File: src/design/proximity_trigger_qualifier_top_assert.svh
// ---------------------------------------------------------------------------
// Assertion macros shared by the proximity trigger qualifier modules.
// They sample on clk and are disabled while rst_n is low.
// ---------------------------------------------------------------------------
`ifndef PROXIMITY_TRIGGER_QUALIFIER_TOP_ASSERT_SVH
`define PROXIMITY_TRIGGER_QUALIFIER_TOP_ASSERT_SVH

// The consequent must hold in the same cycle as the antecedent.
`define PTQ_ASSERT_SAME(label, ante, cons, msg) \
    label: assert property (@(posedge clk) disable iff (!rst_n) (ante) |-> (cons)) \
        else $error(msg);

// The consequent must hold in the cycle after the antecedent.
`define PTQ_ASSERT_NEXT(label, ante, cons, msg) \
    label: assert property (@(posedge clk) disable iff (!rst_n) (ante) |=> (cons)) \
        else $error(msg);

`endif

File: src/design/ptq_pkg.sv
// ---------------------------------------------------------------------------
// ptq_pkg
// Types, register indexes and reset values shared by the qualifier modules.
// ---------------------------------------------------------------------------
`default_nettype none

package ptq_pkg;

    localparam int CfgIndexWidth = 3;
    localparam int CfgDataWidth  = 16;

    // Configuration register indexes.
    localparam logic [CfgIndexWidth-1:0] REG_SENSOR_PRESENT = 3'd0;
    localparam logic [CfgIndexWidth-1:0] REG_NEAR_THRESHOLD = 3'd1;
    localparam logic [CfgIndexWidth-1:0] REG_RELEASE_THRESH = 3'd2;
    localparam logic [CfgIndexWidth-1:0] REG_REQUIRED_HITS  = 3'd3;
    localparam logic [CfgIndexWidth-1:0] REG_COOLDOWN       = 3'd4;
    localparam logic [CfgIndexWidth-1:0] REG_SERVICE_PERIOD = 3'd5;

    // Item action codes.
    localparam logic ACT_SERVICE = 1'b0;
    localparam logic ACT_CLEAR   = 1'b1;

    // Register reset values.
    localparam logic        RST_SENSOR_PRESENT = 1'b1;
    localparam logic [15:0] RST_NEAR_THRESHOLD = 16'd180;
    localparam logic [15:0] RST_RELEASE_THRESH = 16'd220;
    localparam logic [3:0]  RST_REQUIRED_HITS  = 4'd2;
    localparam logic [15:0] RST_COOLDOWN       = 16'd450;
    localparam logic [7:0]  RST_SERVICE_PERIOD = 8'd5;

    typedef struct packed {
        logic        sensor_present;
        logic [15:0] near_threshold_mm;
        logic [15:0] release_threshold_mm;
        logic [3:0]  required_hits;
        logic [15:0] cooldown_ms;
        logic [7:0]  service_period_ms;
    } ptq_cfg_t;

    typedef struct packed {
        logic        action;
        logic [31:0] now_ms;
        logic        read_ok;
        logic [15:0] distance_mm;
        logic        auto_enabled;
        logic        armed;
        logic        fault_latched;
        logic        stall_seen;
    } ptq_item_t;

    typedef struct packed {
        logic        fire;
        logic        sample_taken;
        logic [3:0]  hit_count;
        logic        latch_state;
        logic [15:0] stored_distance_mm;
        logic        has_sample;
    } ptq_result_t;

endpackage

`default_nettype wire

File: src/design/ptq_cfg_regs.sv
// ---------------------------------------------------------------------------
// ptq_cfg_regs
// Configuration register file; one write per cycle, always ready.
// ---------------------------------------------------------------------------
`default_nettype none

module ptq_cfg_regs
    import ptq_pkg::*;
(
    input  wire logic                     clk,
    input  wire logic                     rst_n,
    input  wire logic                     cfg_valid,
    input  wire logic [CfgIndexWidth-1:0] cfg_index,
    input  wire logic [CfgDataWidth-1:0]  cfg_data,
    output ptq_cfg_t                      cfg
);

    ptq_cfg_t cfg_reg;
    ptq_cfg_t cfg_next;

    always_comb
    begin
        cfg_next = cfg_reg;
        if (cfg_valid)
        begin
            unique case (cfg_index)
                REG_SENSOR_PRESENT: cfg_next.sensor_present       = cfg_data[0];
                REG_NEAR_THRESHOLD: cfg_next.near_threshold_mm    = cfg_data;
                REG_RELEASE_THRESH: cfg_next.release_threshold_mm = cfg_data;
                REG_REQUIRED_HITS:  cfg_next.required_hits        = cfg_data[3:0];
                REG_COOLDOWN:       cfg_next.cooldown_ms          = cfg_data;
                REG_SERVICE_PERIOD: cfg_next.service_period_ms    = cfg_data[7:0];
                default:            cfg_next = cfg_reg;
            endcase
        end
    end

    always_ff @(posedge clk or negedge rst_n)
    begin
        if (!rst_n)
        begin
            cfg_reg.sensor_present       <= RST_SENSOR_PRESENT;
            cfg_reg.near_threshold_mm    <= RST_NEAR_THRESHOLD;
            cfg_reg.release_threshold_mm <= RST_RELEASE_THRESH;
            cfg_reg.required_hits        <= RST_REQUIRED_HITS;
            cfg_reg.cooldown_ms          <= RST_COOLDOWN;
            cfg_reg.service_period_ms    <= RST_SERVICE_PERIOD;
        end
        else
        begin
            cfg_reg <= cfg_next;
        end
    end

    assign cfg = cfg_reg;

endmodule

`default_nettype wire

File: src/design/ptq_core.sv
// ---------------------------------------------------------------------------
// ptq_core
// Qualifier state and its update for one item; the state loads when step_en is high.
// ---------------------------------------------------------------------------
`default_nettype none

module ptq_core
    import ptq_pkg::*;
(
    input  wire logic      clk,
    input  wire logic      rst_n,
    input  wire logic      step_en,
    input  wire ptq_cfg_t  cfg,
    input  wire ptq_item_t item,
    output ptq_result_t    result
);

`include "proximity_trigger_qualifier_top_assert.svh"

    logic [31:0] last_service_reg;
    logic [31:0] last_service_next;
    logic [3:0]  hits_reg;
    logic [3:0]  hits_next;
    logic        latch_reg;
    logic        latch_next;
    logic [31:0] cool_until_reg;
    logic [31:0] cool_until_next;
    logic [15:0] last_dist_reg;
    logic [15:0] last_dist_next;
    logic        sample_valid_reg;
    logic        sample_valid_next;

    logic [31:0] since_service;
    logic [31:0] since_cool;
    logic        service_due;
    logic        cool_done;
    logic [3:0]  hits_inc;
    logic        fire;
    logic        taken;

    always_comb
    begin
        since_service = item.now_ms - last_service_reg;
        since_cool    = item.now_ms - cool_until_reg;
        service_due   = since_service >= {24'd0, cfg.service_period_ms};
        cool_done     = !since_cool[31];
        // Hits stop at the required count; a count already above it is kept.
        hits_inc      = (hits_reg < cfg.required_hits) ? hits_reg + 4'd1 : hits_reg;

        last_service_next = last_service_reg;
        hits_next         = hits_reg;
        latch_next        = latch_reg;
        cool_until_next   = cool_until_reg;
        last_dist_next    = last_dist_reg;
        sample_valid_next = sample_valid_reg;
        fire              = 1'b0;
        taken             = 1'b0;

        if (item.action == ACT_CLEAR)
        begin
            latch_next = 1'b0;
            hits_next  = 4'd0;
        end
        else if (cfg.sensor_present && service_due)
        begin
            last_service_next = item.now_ms;
            if (item.read_ok)
            begin
                last_dist_next    = item.distance_mm;
                sample_valid_next = 1'b1;
                taken             = 1'b1;
                if (item.distance_mm >= cfg.release_threshold_mm)
                begin
                    latch_next = 1'b0;
                    hits_next  = 4'd0;
                end
                else if (item.distance_mm == 16'd0 ||
                         item.distance_mm > cfg.near_threshold_mm)
                begin
                    hits_next = 4'd0;
                end
                else
                begin
                    hits_next = hits_inc;
                    if (!latch_reg && hits_inc >= cfg.required_hits &&
                        item.auto_enabled && item.armed && !item.fault_latched &&
                        !item.stall_seen && cool_done)
                    begin
                        fire            = 1'b1;
                        latch_next      = 1'b1;
                        cool_until_next = item.now_ms + {16'd0, cfg.cooldown_ms};
                    end
                end
            end
        end

        result.fire               = fire;
        result.sample_taken       = taken;
        result.hit_count          = hits_next;
        result.latch_state        = latch_next;
        result.stored_distance_mm = last_dist_next;
        result.has_sample         = sample_valid_next;
    end

    always_ff @(posedge clk or negedge rst_n)
    begin
        if (!rst_n)
        begin
            last_service_reg <= '0;
            hits_reg         <= '0;
            latch_reg        <= 1'b0;
            cool_until_reg   <= '0;
            last_dist_reg    <= '0;
            sample_valid_reg <= 1'b0;
        end
        else if (step_en)
        begin
            last_service_reg <= last_service_next;
            hits_reg         <= hits_next;
            latch_reg        <= latch_next;
            cool_until_reg   <= cool_until_next;
            last_dist_reg    <= last_dist_next;
            sample_valid_reg <= sample_valid_next;
        end
    end

    // A trigger sets the latch, which then blocks further triggers.
    `PTQ_ASSERT_NEXT(a_fire_sets_latch, step_en && fire, latch_reg, "fire did not set latch")
    // A clear item always leaves latch and hits empty.
    `PTQ_ASSERT_NEXT(a_clear_empties, step_en && item.action == ACT_CLEAR, hits_reg == 4'd0 && !latch_reg, "clear item left state behind")
    // With the sensor absent a service item must not move the service time.
    `PTQ_ASSERT_NEXT(a_absent_holds, step_en && item.action == ACT_SERVICE && !cfg.sensor_present, $stable(last_service_reg) && $stable(last_dist_reg), "absent sensor changed state")

endmodule

`default_nettype wire

File: src/design/proximity_trigger_qualifier_top.sv
// ---------------------------------------------------------------------------
// proximity_trigger_qualifier_top
// Turns a stream of range samples into debounced, latched trigger pulses.
// ---------------------------------------------------------------------------
//
//  Channel  Handshake                Payload
//  -------  -----------------------  ------------------------------------------
//  in       in_valid / in_stall      action, now_ms, read_ok, distance_mm,
//                                    auto_enabled, armed, fault_latched, stall_seen
//  out      out_valid / out_stall    fire, sample_taken, hit_count, latch_state,
//                                    stored_distance_mm, has_sample
//  cfg      cfg_valid / cfg_ready    cfg_index, cfg_data
//
// Each item is held in the input register and, once the output register can
// load, moves on to it; the block takes one item per cycle while out_stall is
// low. The qualifier state is updated in the same cycle the result is
// registered, so the next item sees it immediately.
// Reset (rst_n, asynchronous) empties both registers and clears the state.
// A stalled output holds its item; the input register still takes one more
// item, after which in_stall rises until the output moves.
// ---------------------------------------------------------------------------
`default_nettype none

module proximity_trigger_qualifier_top
    import ptq_pkg::*;
(
    input  wire logic                     clk,
    input  wire logic                     rst_n,

    input  wire logic                     in_valid,
    output      logic                     in_stall,
    input  wire logic                     action,
    input  wire logic [31:0]              now_ms,
    input  wire logic                     read_ok,
    input  wire logic [15:0]              distance_mm,
    input  wire logic                     auto_enabled,
    input  wire logic                     armed,
    input  wire logic                     fault_latched,
    input  wire logic                     stall_seen,

    output      logic                     out_valid,
    input  wire logic                     out_stall,
    output      logic                     fire,
    output      logic                     sample_taken,
    output      logic [3:0]               hit_count,
    output      logic                     latch_state,
    output      logic [15:0]              stored_distance_mm,
    output      logic                     has_sample,

    input  wire logic                     cfg_valid,
    output      logic                     cfg_ready,
    input  wire logic [CfgIndexWidth-1:0] cfg_index,
    input  wire logic [CfgDataWidth-1:0]  cfg_data
);

`include "proximity_trigger_qualifier_top_assert.svh"

    ptq_cfg_t    cfg;
    ptq_item_t   in_item;
    ptq_item_t   in_item_reg;
    logic        in_valid_reg;
    ptq_result_t step_result;
    ptq_result_t out_result_reg;
    logic        out_valid_reg;
    logic        out_load;
    logic        in_load;
    logic        step_en;

    // The output register can take a result when it is empty or draining.
    // The input register can take an item when it is empty or passing its
    // item on in this cycle.
    assign out_load = !out_valid_reg || !out_stall;
    assign in_load  = !in_valid_reg || out_load;
    assign step_en  = in_valid_reg && out_load;
    assign in_stall = !in_load;

    // Configuration writes are taken in every cycle.
    assign cfg_ready = 1'b1;

    always_comb
    begin
        in_item.action        = action;
        in_item.now_ms        = now_ms;
        in_item.read_ok       = read_ok;
        in_item.distance_mm   = distance_mm;
        in_item.auto_enabled  = auto_enabled;
        in_item.armed         = armed;
        in_item.fault_latched = fault_latched;
        in_item.stall_seen    = stall_seen;
    end

    ptq_cfg_regs u_cfg_regs (
        .clk       (clk),
        .rst_n     (rst_n),
        .cfg_valid (cfg_valid && cfg_ready),
        .cfg_index (cfg_index),
        .cfg_data  (cfg_data),
        .cfg       (cfg)
    );

    ptq_core u_core (
        .clk     (clk),
        .rst_n   (rst_n),
        .step_en (step_en),
        .cfg     (cfg),
        .item    (in_item_reg),
        .result  (step_result)
    );

    // Input register: valid bit is reset, payload is not.
    always_ff @(posedge clk or negedge rst_n)
    begin
        if (!rst_n)
        begin
            in_valid_reg <= 1'b0;
        end
        else if (in_load)
        begin
            in_valid_reg <= in_valid;
        end
    end

    always_ff @(posedge clk)
    begin
        if (in_load && in_valid)
        begin
            in_item_reg <= in_item;
        end
    end

    // Result register.
    always_ff @(posedge clk or negedge rst_n)
    begin
        if (!rst_n)
        begin
            out_valid_reg <= 1'b0;
        end
        else if (out_load)
        begin
            out_valid_reg <= in_valid_reg;
        end
    end

    always_ff @(posedge clk)
    begin
        if (step_en)
        begin
            out_result_reg <= step_result;
        end
    end

    assign out_valid          = out_valid_reg;
    assign fire               = out_result_reg.fire;
    assign sample_taken       = out_result_reg.sample_taken;
    assign hit_count          = out_result_reg.hit_count;
    assign latch_state        = out_result_reg.latch_state;
    assign stored_distance_mm = out_result_reg.stored_distance_mm;
    assign has_sample         = out_result_reg.has_sample;

    // A waiting item is never dropped while the output is blocked.
    `PTQ_ASSERT_NEXT(a_item_held, in_valid_reg && !out_load, in_valid_reg && $stable(in_item_reg), "waiting item lost")
    // An item handed to the core always shows up on the output.
    `PTQ_ASSERT_NEXT(a_item_moves, step_en, out_valid_reg, "processed item missing from output")
    // With the output blocked, input stalls exactly when the input register is full.
    `PTQ_ASSERT_SAME(a_stall_when_full, out_valid_reg && out_stall, in_stall == in_valid_reg, "input stall wrong while output blocked")

endmodule

`default_nettype wire
File: config.mk
export PLATFORM = sky130hd
export DESIGN_NAME = proximity_trigger_qualifier_top
export DESIGN_NICKNAME = d
export VERILOG_FILES = /design/src/design/ptq_pkg.sv /design/src/design/ptq_cfg_regs.sv /design/src/design/ptq_core.sv /design/src/design/proximity_trigger_qualifier_top.sv
export VERILOG_INCLUDE_DIRS = /design/src /design/src/design
export SDC_FILE = /design/constraint.sdc
export NUM_CORES = 1
export LEC_CHECK = 0
export BUFFER_PORTS_ARGS = -buffer_cell sky130_fd_sc_hd__buf_2
export CORE_UTILIZATION = 50
export DETAILED_ROUTE_END_ITERATION = 7
export PLACE_DENSITY = 0.68
export SETUP_SLACK_MARGIN = 0.2
export SLEW_MARGIN = 25
export SYNTH_ARGS = -nofsm -noshare
export SYNTH_HDL_FRONTEND = slang
export SYNTH_SLANG_ARGS = --single-unit
export TNS_END_PERCENT = 10
File: constraint.sdc
create_clock -name clk -period 6.4 [get_ports clk]
set_input_delay 0.32 -clock clk [delete_from_list [all_inputs] [get_ports clk]]
set_output_delay 0.32 -clock clk [all_outputs]
set_load 0.01 [all_outputs]
==> results of run 1 <==
[worst min-delay path: cells and delay by family]
kind / cells / cell delay, ns
buf+inv: 1 / 0.12
compound gates: 1 / 0.06
simple gates: 1 / 0.05
[Yosys cell counts, drive strengths merged, types with 8 or more instances]
library cell	number	area, µm²
nor3	19	100
nand4	23	150
or3	8	55.1
xnor2	32	280
and3	16	103
edfxtp	78	2340
ha	125	1560
nand3	24	120
o21a	13	97.6
a21o	37	279
nor4	10	68.8
o21ai	74	370
nor2	43	161
xor2	14	123
mux2i	31	310
clkbuf	22	133
dfstp	17	447
nand2b	16	100
inv	124	465
nand2	91	342
o211ai	12	90.1
nand4b	8	70.1
dfrtp	132	3300
nor2b	12	75.1
nor3b	9	67.6
a211oi	8	60.1
o2111ai	9	85.1
a21oi	70	358
mux2	101	1250
buf	16	150
[stage by stage]
step           power, mW  cells  area [µm²]
6_report            5.67   1831       16100
3_3_place_gp        4.18   1728       14700
2_1_floorplan       3.73   1280       13900
3_5_place_dp        4.23   1728       14700
5_1_grt             6.05   1831       16100
4_1_cts             5.68   1830       16000
[how the worst max path moves through the flow]
stage                    startpoint                        end  slack (ns)  cells after the start
finish              in_item_reg[22]    u_core.last_dist_reg[7]        0.34                     21
global route        in_item_reg[22]    u_core.last_dist_reg[4]        0.14                     21
CTS                 in_item_reg[22]   u_core.cool_until_reg[4]        0.34                     21
detailed placement  in_item_reg[22]  u_core.cool_until_reg[28]        0.37                     21
global placement    in_item_reg[22]   u_core.cool_until_reg[0]        0.57                     20
floorplan           in_item_reg[22]  u_core.cool_until_reg[12]        0.98                     22
[routing by layer]
layer	vias to the layer above	share of wire [%]
met1	4991	45
li1	4935	-
met5	-	0
met3	49	4.3
met4	0	2.1
met2	217	49
[cell type report]
type / count / area [µm²] / share of cell area (%)
clock buffer: 33 / 696 / 4.33
sequential: 227 / 6090 / 37.9
inverter: 124 / 465 / 2.90
tap: 372 / 465 / 2.90
clock inverter: 13 / 104 / 0.646
multi-input combinational: 890 / 7030 / 43.7
timing repair buffer: 172 / 1220 / 7.62
[timing repair]
action	in CTS	in global routing
hold endpoints to repair	129	0
setup endpoints to repair	0	73
hold buffers	56	0
gates resized for setup	0	1
[power groups by stage]
| stage | combinational [mW] | clock (mW) | sequential [mW] |
|---|---|---|---|
| finish | 2.28 | 1.40 | 1.99 |
| floorplan | 1.77 | 0 | 1.96 |
| global placement | 2.18 | 0 | 2.00 |
| detailed placement | 2.22 | 0 | 2.01 |
| global route | 2.53 | 1.50 | 2.02 |
| CTS | 2.26 | 1.43 | 1.99 |
[cells by family after synthesis]
| logic type | after synthesis | share of synthesized area [%] |
|---|---|---|
| AO/OA/AOI/OAI | 273 | 12.8 |
| XOR/XNOR | 46 | 2.90 |
| adder cells (fa/ha/maj) | 127 | 11.6 |
| buffers and inverters | 163 | 5.63 |
| flip-flops | 227 | 43.9 |
| multiplexers | 132 | 11.2 |
| other | 1 | 0.0270 |
| AND/OR/NAND/NOR | 311 | 12.0 |
==> results_dict.tcl, run 1 <==
set metrics [dict create \
    clock_root_buffer "sky130_fd_sc_hd__clkbuf_16" \
    grt_use_met2_pct 40.8 \
    route.final.wire_length_mm 32.3 \
    clkSinkCount 227 \
    synth_edf_count 78 \
    grt_overflow 0 \
    final.setup.tns_ns 0 \
    power.ir.vdd_worst_v 0.000252 \
    netlist_instances 1280 \
    ff2ff_setup_slack_ns 0.34 \
    top_usage_layer "met2" \
    cts_htree_levels 1 \
    synth_top_flop_cell "sky130_fd_sc_hd__dfrtp_1" \
    pre_cts_ws_ns 0.366 \
    power.net_switching_mw 2.01 \
    insertedDiodeCount 0 \
    viasPerCell 5.57 \
    first_iter_violations 602 \
    power.share.sequential_pct 35.1 \
    netSwitchingFraction_pct 35.5 \
    post_synth.cell_area_avg_um2 10.8 \
    hp_class "input pin to flop" \
    io_buffer_count 103 \
    hold_path_end "u_cfg_regs.cfg[41]" \
    cts_buffer_depth 3 \
    final_min_period_over_clock_period_pct 94.6 \
    drive_gt1_share_pct 21.2 \
    clock-skew-final_ns 0.0108 \
    drt_first_pass_iters 5 \
    synth.ff_latch_count 227 \
    run_status "finished, final reports clean" \
    fmax_mhz 165 \
    cts_made_buffers 25 \
    timing.slew.headroom_pct 43.6 \
    initial_core_util_pct 51.2 \
    fillerInstances 2254 \
    critical_path.n_buffers_inverters 1 \
    detail_route.drc_violations 0 \
    final_core_util_pct 59.3 \
    async_flop_share_pct 65.6 \
    sequential_element_share_of_the_synthesized_area_pct 43.9 \
    cap_viol_max_count 0 \
    setup_ws_ns 0.343 \
    timing.critical_path.required_ns 6.82 \
    leakagePower_nw 7.41 \
    rows 60 \
    cts.clk_slew.worst_paths_ns 0.06 \
    layout-area-overhead-vs-synth_pct 15.9 \
    hold_path_startpoint "cfg_data[13]" \
    die_width_um 169 \
    hold-worst-slack_ns 0.0379 \
    worstHoldPathCells 3 \
    netlist_area_before_placement_um2 13900 \
    number_of_cells_traversed_by_the_worst_register_to_register_path 21 \
    critPathCaptureType "flop" \
    crit_family "simple AND/OR/NAND/NOR gates" \
    power_density_nw_per_um2 353 \
    detailroute.via_count 10200 \
    core_um2 27100 \
    drt-wirelength-per-cell_um 17.6 \
    reg_to_reg_startpoint "in_item_reg[22]" \
    hold_violations 0 \
    chipHeight_um 169 \
    boundaryPins 105 \
    first_pass_grt_wire_length_mm 52.6 \
    groute.layer.met1.usage_pct 30.2 \
    postCtsSetupRepairBufs 0 \
    final_max_slew_viol_count 0 \
    groute.usage.overall_pct 23.2 \
    timing_worst_slew_pin_value_ns 0.846 \
    top_library_cells_by_usage_in_the_layout_fill_and_taps_aside "sky130_fd_sc_hd__dfrtp_1, sky130_fd_sc_hd__ha_1, sky130_fd_sc_hd__inv_1, sky130_fd_sc_hd__buf_2, sky130_fd_sc_hd__nand2_1" \
    r2r_end "u_core.last_dist_reg[7]" \
    critPathKind "flop to flop" \
    report.final.setup_viol 0 \
    synth_cell_type_count 88 \
    final_nets 1645 \
    worst_path_max_delay_cell "sky130_fd_sc_hd__or4b_1" \
    path_max_fanout 21 \
    largest_register_ffs 61 \
    timing.critical_path.arrival_ns 6.48 \
    vias_in_the_first_global_route 10300 \
    timing.final.crit_period_ns 6.06 \
    rsz0062_at_grt "true" \
    hpwlAfterDp_mm 23.4 \
    die_area_um2 28400 \
    combinationalPowerShare_pct 40.2 \
    globalRouteMet3Util_pct 3.51 \
    startpoint_class_of_the_critical_path "flop" \
    grt_antenna_before_repair 0 \
    clock_insertion_delay_worst_skew_ns 0.54 \
    tritoncts_clock_tree "done" \
    worst_path_largest_cell_delay_ns 0.60 \
    p_int_mw 3.66 \
    final_common_cell "sky130_fd_sc_hd__dfrtp_1" \
    yosys_warnings 0 \
    share_clk_of_total_power_pct 24.7 \
    largest_net_degree_at_the_start_of_global_routing 77 \
    crit_path_cell_trace "ha_1, nor2b_1, o31a_1, o21ai_0, nand2b_1, a21o_1, a21oi_1, xnor2_1, ha_1, and3_1, nor4_1, o21ai_0, or4_1, a2111o_1, a2111oi_2, nand4_1, or4b_1, o31a_2, nand2_1, buf_4, mux2_2" \
    final_antenna_net_count 0 \
    place_congestion 0.946 \
    syn-num-nets 1485 \
]
No activity file was read; power rests on OpenSTA's default activity.
==> inputs of run 2 (changes only) <==
BUFFER_PORTS_ARGS = -buffer_cell sky130_fd_sc_hd__clkbuf_2   (was -buffer_cell sky130_fd_sc_hd__buf_2)
GPL_TIMING_DRIVEN = 0   (was default)
==> run 2 against run 1 <==
Against the previous run:
- sequential power is essentially flat
- count of clock-buffer cells in the layout grew 3
- critical endpoint is now u_core.last_service_reg[30]
- die area is the same
==> results_dict.tcl, run 2 (synthesis gave the netlist of run 1 again) <==
set metrics [dict create \
    ff2ff_setup_slack_ns 0.53 \
    final_nets 1677 \
    final.setup.tns_ns 0 \
    worst_path_max_delay_cell "sky130_fd_sc_hd__or4b_4" \
    dp_cells 1757 \
    drt_first_pass_iters 5 \
    first_pass_grt_wire_length_mm 52.6 \
    top_library_cells_by_usage_in_the_layout_fill_and_taps_aside "sky130_fd_sc_hd__dfrtp_1, sky130_fd_sc_hd__ha_1, sky130_fd_sc_hd__inv_1, sky130_fd_sc_hd__clkbuf_2, sky130_fd_sc_hd__nand2_1" \
    critPathCaptureType "flop" \
    timing_worst_slew_pin_value_ns 0.957 \
    layout-area-overhead-vs-synth_pct 18.4 \
    cts_htree_levels 1 \
    cap_viol_max_count 0 \
    hold_path_startpoint "in_valid" \
    power_density_nw_per_um2 358 \
    detail_route.drc_violations 0 \
    initial_core_util_pct 51.2 \
    worst_path_largest_cell_delay_ns 0.56 \
    die_width_um 169 \
    crit_path_cell_trace "inv_1, ha_1, nor2b_1, o31a_1, o21ai_0, nand2b_1, a21o_1, a21oi_1, xnor2_1, ha_1, and3_1, nor4_2, o21ai_1, or4_1, a2111o_1, a2111oi_2, nand4_1, or4b_4, or3_4, and3_1, buf_6, buf_12, mux2_4" \
    first_iter_violations 606 \
    rows 60 \
    startpoint_class_of_the_critical_path "flop" \
    drive_gt1_share_pct 22.0 \
    cts_made_buffers 27 \
    tritoncts_clock_tree "done" \
    reg_to_reg_startpoint "u_core.last_service_reg[1]" \
    viasPerCell 5.49 \
    clock_insertion_delay_worst_skew_ns 0.54 \
    largest_net_degree_at_the_start_of_global_routing 85 \
    grt_antenna_before_repair 0 \
    largest_register_ffs 61 \
    clkSinkCount 227 \
    hpwlAfterDp_mm 24.6 \
    setup_ws_ns 0.526 \
    final_max_slew_viol_count 0 \
    route.final.wire_length_mm 33.0 \
    io_buffer_count 103 \
    critPathKind "flop to flop" \
    grt_overflow 0 \
    power.ir.vdd_worst_v 0.000277 \
    chipHeight_um 169 \
    boundaryPins 105 \
    timing.critical_path.required_ns 6.81 \
    path_max_fanout 10 \
    fillerInstances 2228 \
    die_area_um2 28400 \
    core_um2 27100 \
    leakagePower_nw 7.60 \
    timing.slew.headroom_pct 35.8 \
    vias_in_the_first_global_route 10200 \
    cts.clk_slew.worst_paths_ns 0.06 \
    final_min_period_over_clock_period_pct 91.8 \
    hold_violations 0 \
    number_of_cells_traversed_by_the_worst_register_to_register_path 23 \
    insertedDiodeCount 0 \
    run_status "finished, final reports clean" \
    fmax_mhz 170 \
    final_common_cell "sky130_fd_sc_hd__dfrtp_1" \
    clock-skew-final_ns 0.0217 \
    pre_cts_ws_ns -0.0429 \
    instances_no_fill 1865 \
    final_antenna_net_count 0 \
    detailroute.via_count 10200 \
    rsz0062_at_grt "true" \
    place_congestion 0.913 \
    hold_path_end "in_valid_reg" \
    cts_buffer_depth 3 \
    worstHoldPathCells 2 \
    hp_class "input pin to flop" \
    clock_root_buffer "sky130_fd_sc_hd__clkbuf_16" \
    r2r_end "u_core.last_service_reg[30]" \
    drt-wirelength-per-cell_um 17.7 \
    report.final.setup_viol 0 \
    groute.usage.overall_pct 23.4 \
    timing.final.crit_period_ns 5.87 \
    timing.critical_path.arrival_ns 6.28 \
]
run 2: changes by cell type in the layout (fill, tap and decap cells not counted), sizes merged:
cell,delta
bufbuf,+1
clkinv,-3
bufinv,+2
buf,-94
clkbuf,+127
inv,+2
dlygate4sd3,-1
run 2: how the worst max path moves through the flow:
stage                     cells after the start                           to                       start  slack (ns)
final                                        23  u_core.last_service_reg[30]  u_core.last_service_reg[1]        0.53
after global routing                         22                   has_sample  u_core.last_service_reg[1]        0.18
after CTS                                    23    u_core.cool_until_reg[31]  u_core.last_service_reg[1]        0.20
after detailed placement                     22    u_core.cool_until_reg[31]             in_item_reg[22]       -0.04
after global placement                       22    u_core.cool_until_reg[31]             in_item_reg[22]        0.02
after floorplan                              22    u_core.cool_until_reg[12]             in_item_reg[22]        0.98
run 2: through the flow:
stage	util, %	hold slack (ns)	power [mW]	instance area [µm²]
3_5_place_dp	55.1	0.362	4.32	14900
3_3_place_gp	54.8	0.451	4.27	14900
2_1_floorplan	-	0.0244	3.73	13900
5_1_grt	60.6	0.0230	6.25	16400
4_1_cts	60.5	0.00146	5.90	16400
6_report	60.6	0.0128	5.89	16400
run 2: report_power, final:
group / leakage (nW) / internal (mW) / switching, mW
Combinational: 4.72 / 1.09 / 1.29
Sequential: 2.45 / 1.82 / 0.171
Clock: 0.430 / 0.914 / 0.604
Total: 7.60 / 3.83 / 2.06
run 2: timing repair:
item                       4_1_cts  5_1_grt
resized for setup                3       11
hold endpoints to repair       118        0
hold buffers                    55        0
setup endpoints to repair       85       95
pin swaps                        1        3
setup buffers                    3        0
run 2: per-layer routing:
metal  vias to the layer above  share of wire, %  wire, µm  GRT usage, %
li1                       5015                 -         -             -
met1                      4942                45     14900          30.3
met5                         -                 0         0             0
met4                         0               2.4       806          7.47
met3                        51               4.0      1330          2.74
met2                       223                48     15900          40.8
run 2: final cells by class:
cell class              instances  area, µm²  share of cell area (%)
plain buffers                  39        333                    2.03
flip-flops and latches        227       6090                    37.1
repair buffers                163       1140                    6.97
inverters                     124        465                    2.83
clock buffers                  36        719                    4.38
multi-input cells             890       7050                    42.9
well taps                     372        465                    2.83
clock inverters                14        158                   0.960
run 2: critical path: cells and delay by family, from the launching register on:
family                   cells  cell delay (ns)
AND/OR/NAND/NOR              9             2.35
AO/OA/AOI/OAI                7             1.61
adder cells (fa/ha/maj)      2             0.60
buffers and inverters        3             0.41
flip-flops                   1             0.39
multiplexers                 1             0.29
XOR/XNOR                     1             0.10
==> inputs of run 3 (changes only) <==
MAX_ROUTING_LAYER = met4   (was default)
==> run 3 against run 2 <==
Against the previous run:
- critical path depth decreased by 1
- worst hold slack improved by 0.037 ns
- register-to-register slack got worse by 0.04 ns
- die area unchanged
- non-clock buffer count grew 3
- global-route usage grew 0.91 points
- count of clock-buffer cells in the layout up 1
- combinational power hardly changed
- flip-flop and latch count unchanged
- critical path type unchanged
- critical endpoint is now u_core.last_service_reg[0]
==> results_dict.tcl, run 3 (synthesis gave the netlist of run 1 again) <==
set metrics [dict create \
    insertedDiodeCount 0 \
    critPathCaptureType "flop" \
    boundaryPins 105 \
    largest_register_ffs 61 \
    timing_worst_slew_pin_value_ns 0.980 \
    tritoncts_clock_tree "done" \
    detailroute.via_count 10300 \
    place_congestion 0.932 \
    largest_net_degree_at_the_start_of_global_routing 86 \
    dp_cells 1757 \
    initial_core_util_pct 51.2 \
    final.setup.tns_ns 0 \
    final_core_util_pct 60.5 \
    cts_htree_levels 1 \
    final_min_period_over_clock_period_pct 92.4 \
    route.final.wire_length_mm 33.1 \
    power_density_nw_per_um2 355 \
    cts.clk_slew.worst_paths_ns 0.06 \
    first_iter_violations 553 \
    die_width_um 169 \
    core_um2 27100 \
    hold_violations 0 \
    final_max_slew_viol_count 0 \
    grt_overflow 0 \
    fmax_mhz 169 \
    timing.slew.headroom_pct 34.3 \
    groute.usage.overall_pct 24.3 \
    chipHeight_um 169 \
    cap_viol_max_count 0 \
    viasPerCell 5.51 \
    layout-area-overhead-vs-synth_pct 18.2 \
    final_nets 1680 \
    timing.critical_path.arrival_ns 6.33 \
    hpwlAfterDp_mm 24.6 \
    detail_route.drc_violations 0 \
    final_antenna_net_count 0 \
    clock-skew-final_ns 0.00953 \
    first_pass_grt_wire_length_mm 53.3 \
    hp_class "input pin to flop" \
    timing.final.crit_period_ns 5.92 \
    clkSinkCount 227 \
    rows 60 \
    critPathKind "flop to flop" \
    drive_gt1_share_pct 22.1 \
    cts_buffer_depth 3 \
    drt-wirelength-per-cell_um 17.7 \
    startpoint_class_of_the_critical_path "flop" \
    clock_insertion_delay_worst_skew_ns 0.54 \
    leakagePower_nw 7.59 \
    instances_no_fill 1868 \
    cts_made_buffers 27 \
    die_area_um2 28400 \
    path_max_fanout 10 \
    top_library_cells_by_usage_in_the_layout_fill_and_taps_aside "sky130_fd_sc_hd__dfrtp_1, sky130_fd_sc_hd__ha_1, sky130_fd_sc_hd__inv_1, sky130_fd_sc_hd__clkbuf_2, sky130_fd_sc_hd__nand2_1" \
    rsz0062_at_grt "false" \
    vias_in_the_first_global_route 10300 \
    setup_ws_ns 0.484 \
    pre_cts_ws_ns 0.0217 \
    run_status "finished, final reports clean" \
    io_buffer_count 103 \
    clock_root_buffer "sky130_fd_sc_hd__clkbuf_16" \
    final_common_cell "sky130_fd_sc_hd__dfrtp_1" \
    drt_first_pass_iters 5 \
    report.final.setup_viol 0 \
    total_power_mw 5.82 \
    timing.critical_path.required_ns 6.81 \
    grt_antenna_before_repair 0 \
    power.ir.vdd_worst_v 0.000277 \
]
[run 3: path summary, 6_finish.rpt]
| kind | slack [ns] | end | cells past startpoint | startpoint |
|---|---|---|---|---|
| worst max-delay path | 0.48 | u_core.last_service_reg[0] | 22 | in_item_reg[22] |
| worst min-delay path | 0.05 | u_cfg_regs.cfg[51] | 3 | cfg_data[7] |
| max in group asynchronous | 5.16 | u_cfg_regs.cfg[35] | 3 | rst_n |
| min in group asynchronous | 0.35 | u_core.last_service_reg[22] | 2 | rst_n |
| worst max register to register | 0.48 | u_core.last_service_reg[0] | 22 | in_item_reg[22] |
| worst min register to register | 0.49 | u_core.sample_valid_reg | 1 | u_core.sample_valid_reg |
[run 3: per-layer routing]
layer | GRT usage [%] | vias up | part of all wire [%]
li1 | - | 5037 | -
met1 | 30.6 | 4947 | 45
met2 | 40.9 | 239 | 48
met3 | 3.18 | 64 | 4.5
met4 | 7.51 | 0 | 2.7
met5 | - | - | 0
[run 3: power by group]
group          total, mW  leakage, nW  internal [mW]  switching [mW]
registers           1.99         2.45           1.82           0.169
logic               2.38         4.73           1.09            1.28
clock network       1.46        0.414          0.846           0.612
[run 3: metrics by stage]
stage	hold slack, ns	area, µm²
after floorplan	0.0244	13900
after global placement	0.456	14900
after detailed placement	0.359	14900
after CTS	0.000553	16300
after global routing	0.0635	16400
final	0.0496	16400
[run 3: layout make-up]
class,count,area (µm²)
clock buffer,37,733
inverter,124,465
clock inverter,13,108
multi-input combinational,890,7040
timing repair buffer,166,1170
fill,2197,10700
buffer,39,320
sequential,227,6090
tap,372,465
[run 3: critical path, stage by stage (launching register included)]
cell                        delay [ns]
sky130_fd_sc_hd__edfxtp_1         0.42
sky130_fd_sc_hd__ha_1             0.31
sky130_fd_sc_hd__nor2b_1          0.15
sky130_fd_sc_hd__o31a_1           0.28
sky130_fd_sc_hd__o21ai_0          0.16
sky130_fd_sc_hd__nand2b_1         0.10
sky130_fd_sc_hd__a21o_1           0.18
sky130_fd_sc_hd__a21oi_1          0.16
sky130_fd_sc_hd__xnor2_1          0.14
sky130_fd_sc_hd__ha_1             0.30
sky130_fd_sc_hd__and3_1           0.25
sky130_fd_sc_hd__nor4_2           0.18
sky130_fd_sc_hd__o21ai_0          0.12
sky130_fd_sc_hd__or4_1            0.41
sky130_fd_sc_hd__a2111o_1         0.39
sky130_fd_sc_hd__a2111oi_2        0.34
sky130_fd_sc_hd__nand4_1          0.14
sky130_fd_sc_hd__or4b_4           0.55
sky130_fd_sc_hd__or3_1            0.38
sky130_fd_sc_hd__and3_1           0.20
sky130_fd_sc_hd__buf_6            0.15
sky130_fd_sc_hd__buf_12           0.15
sky130_fd_sc_hd__mux2_4           0.30
[run 3: timing repair]
action	4_1_cts	5_1_grt
cloned	0	0
pin swaps	0	3
resized for setup	3	6
buffers inserted	2	3
endpoints found under the setup margin	85	92
hold buffers	55	1
endpoints found under the hold margin	116	1
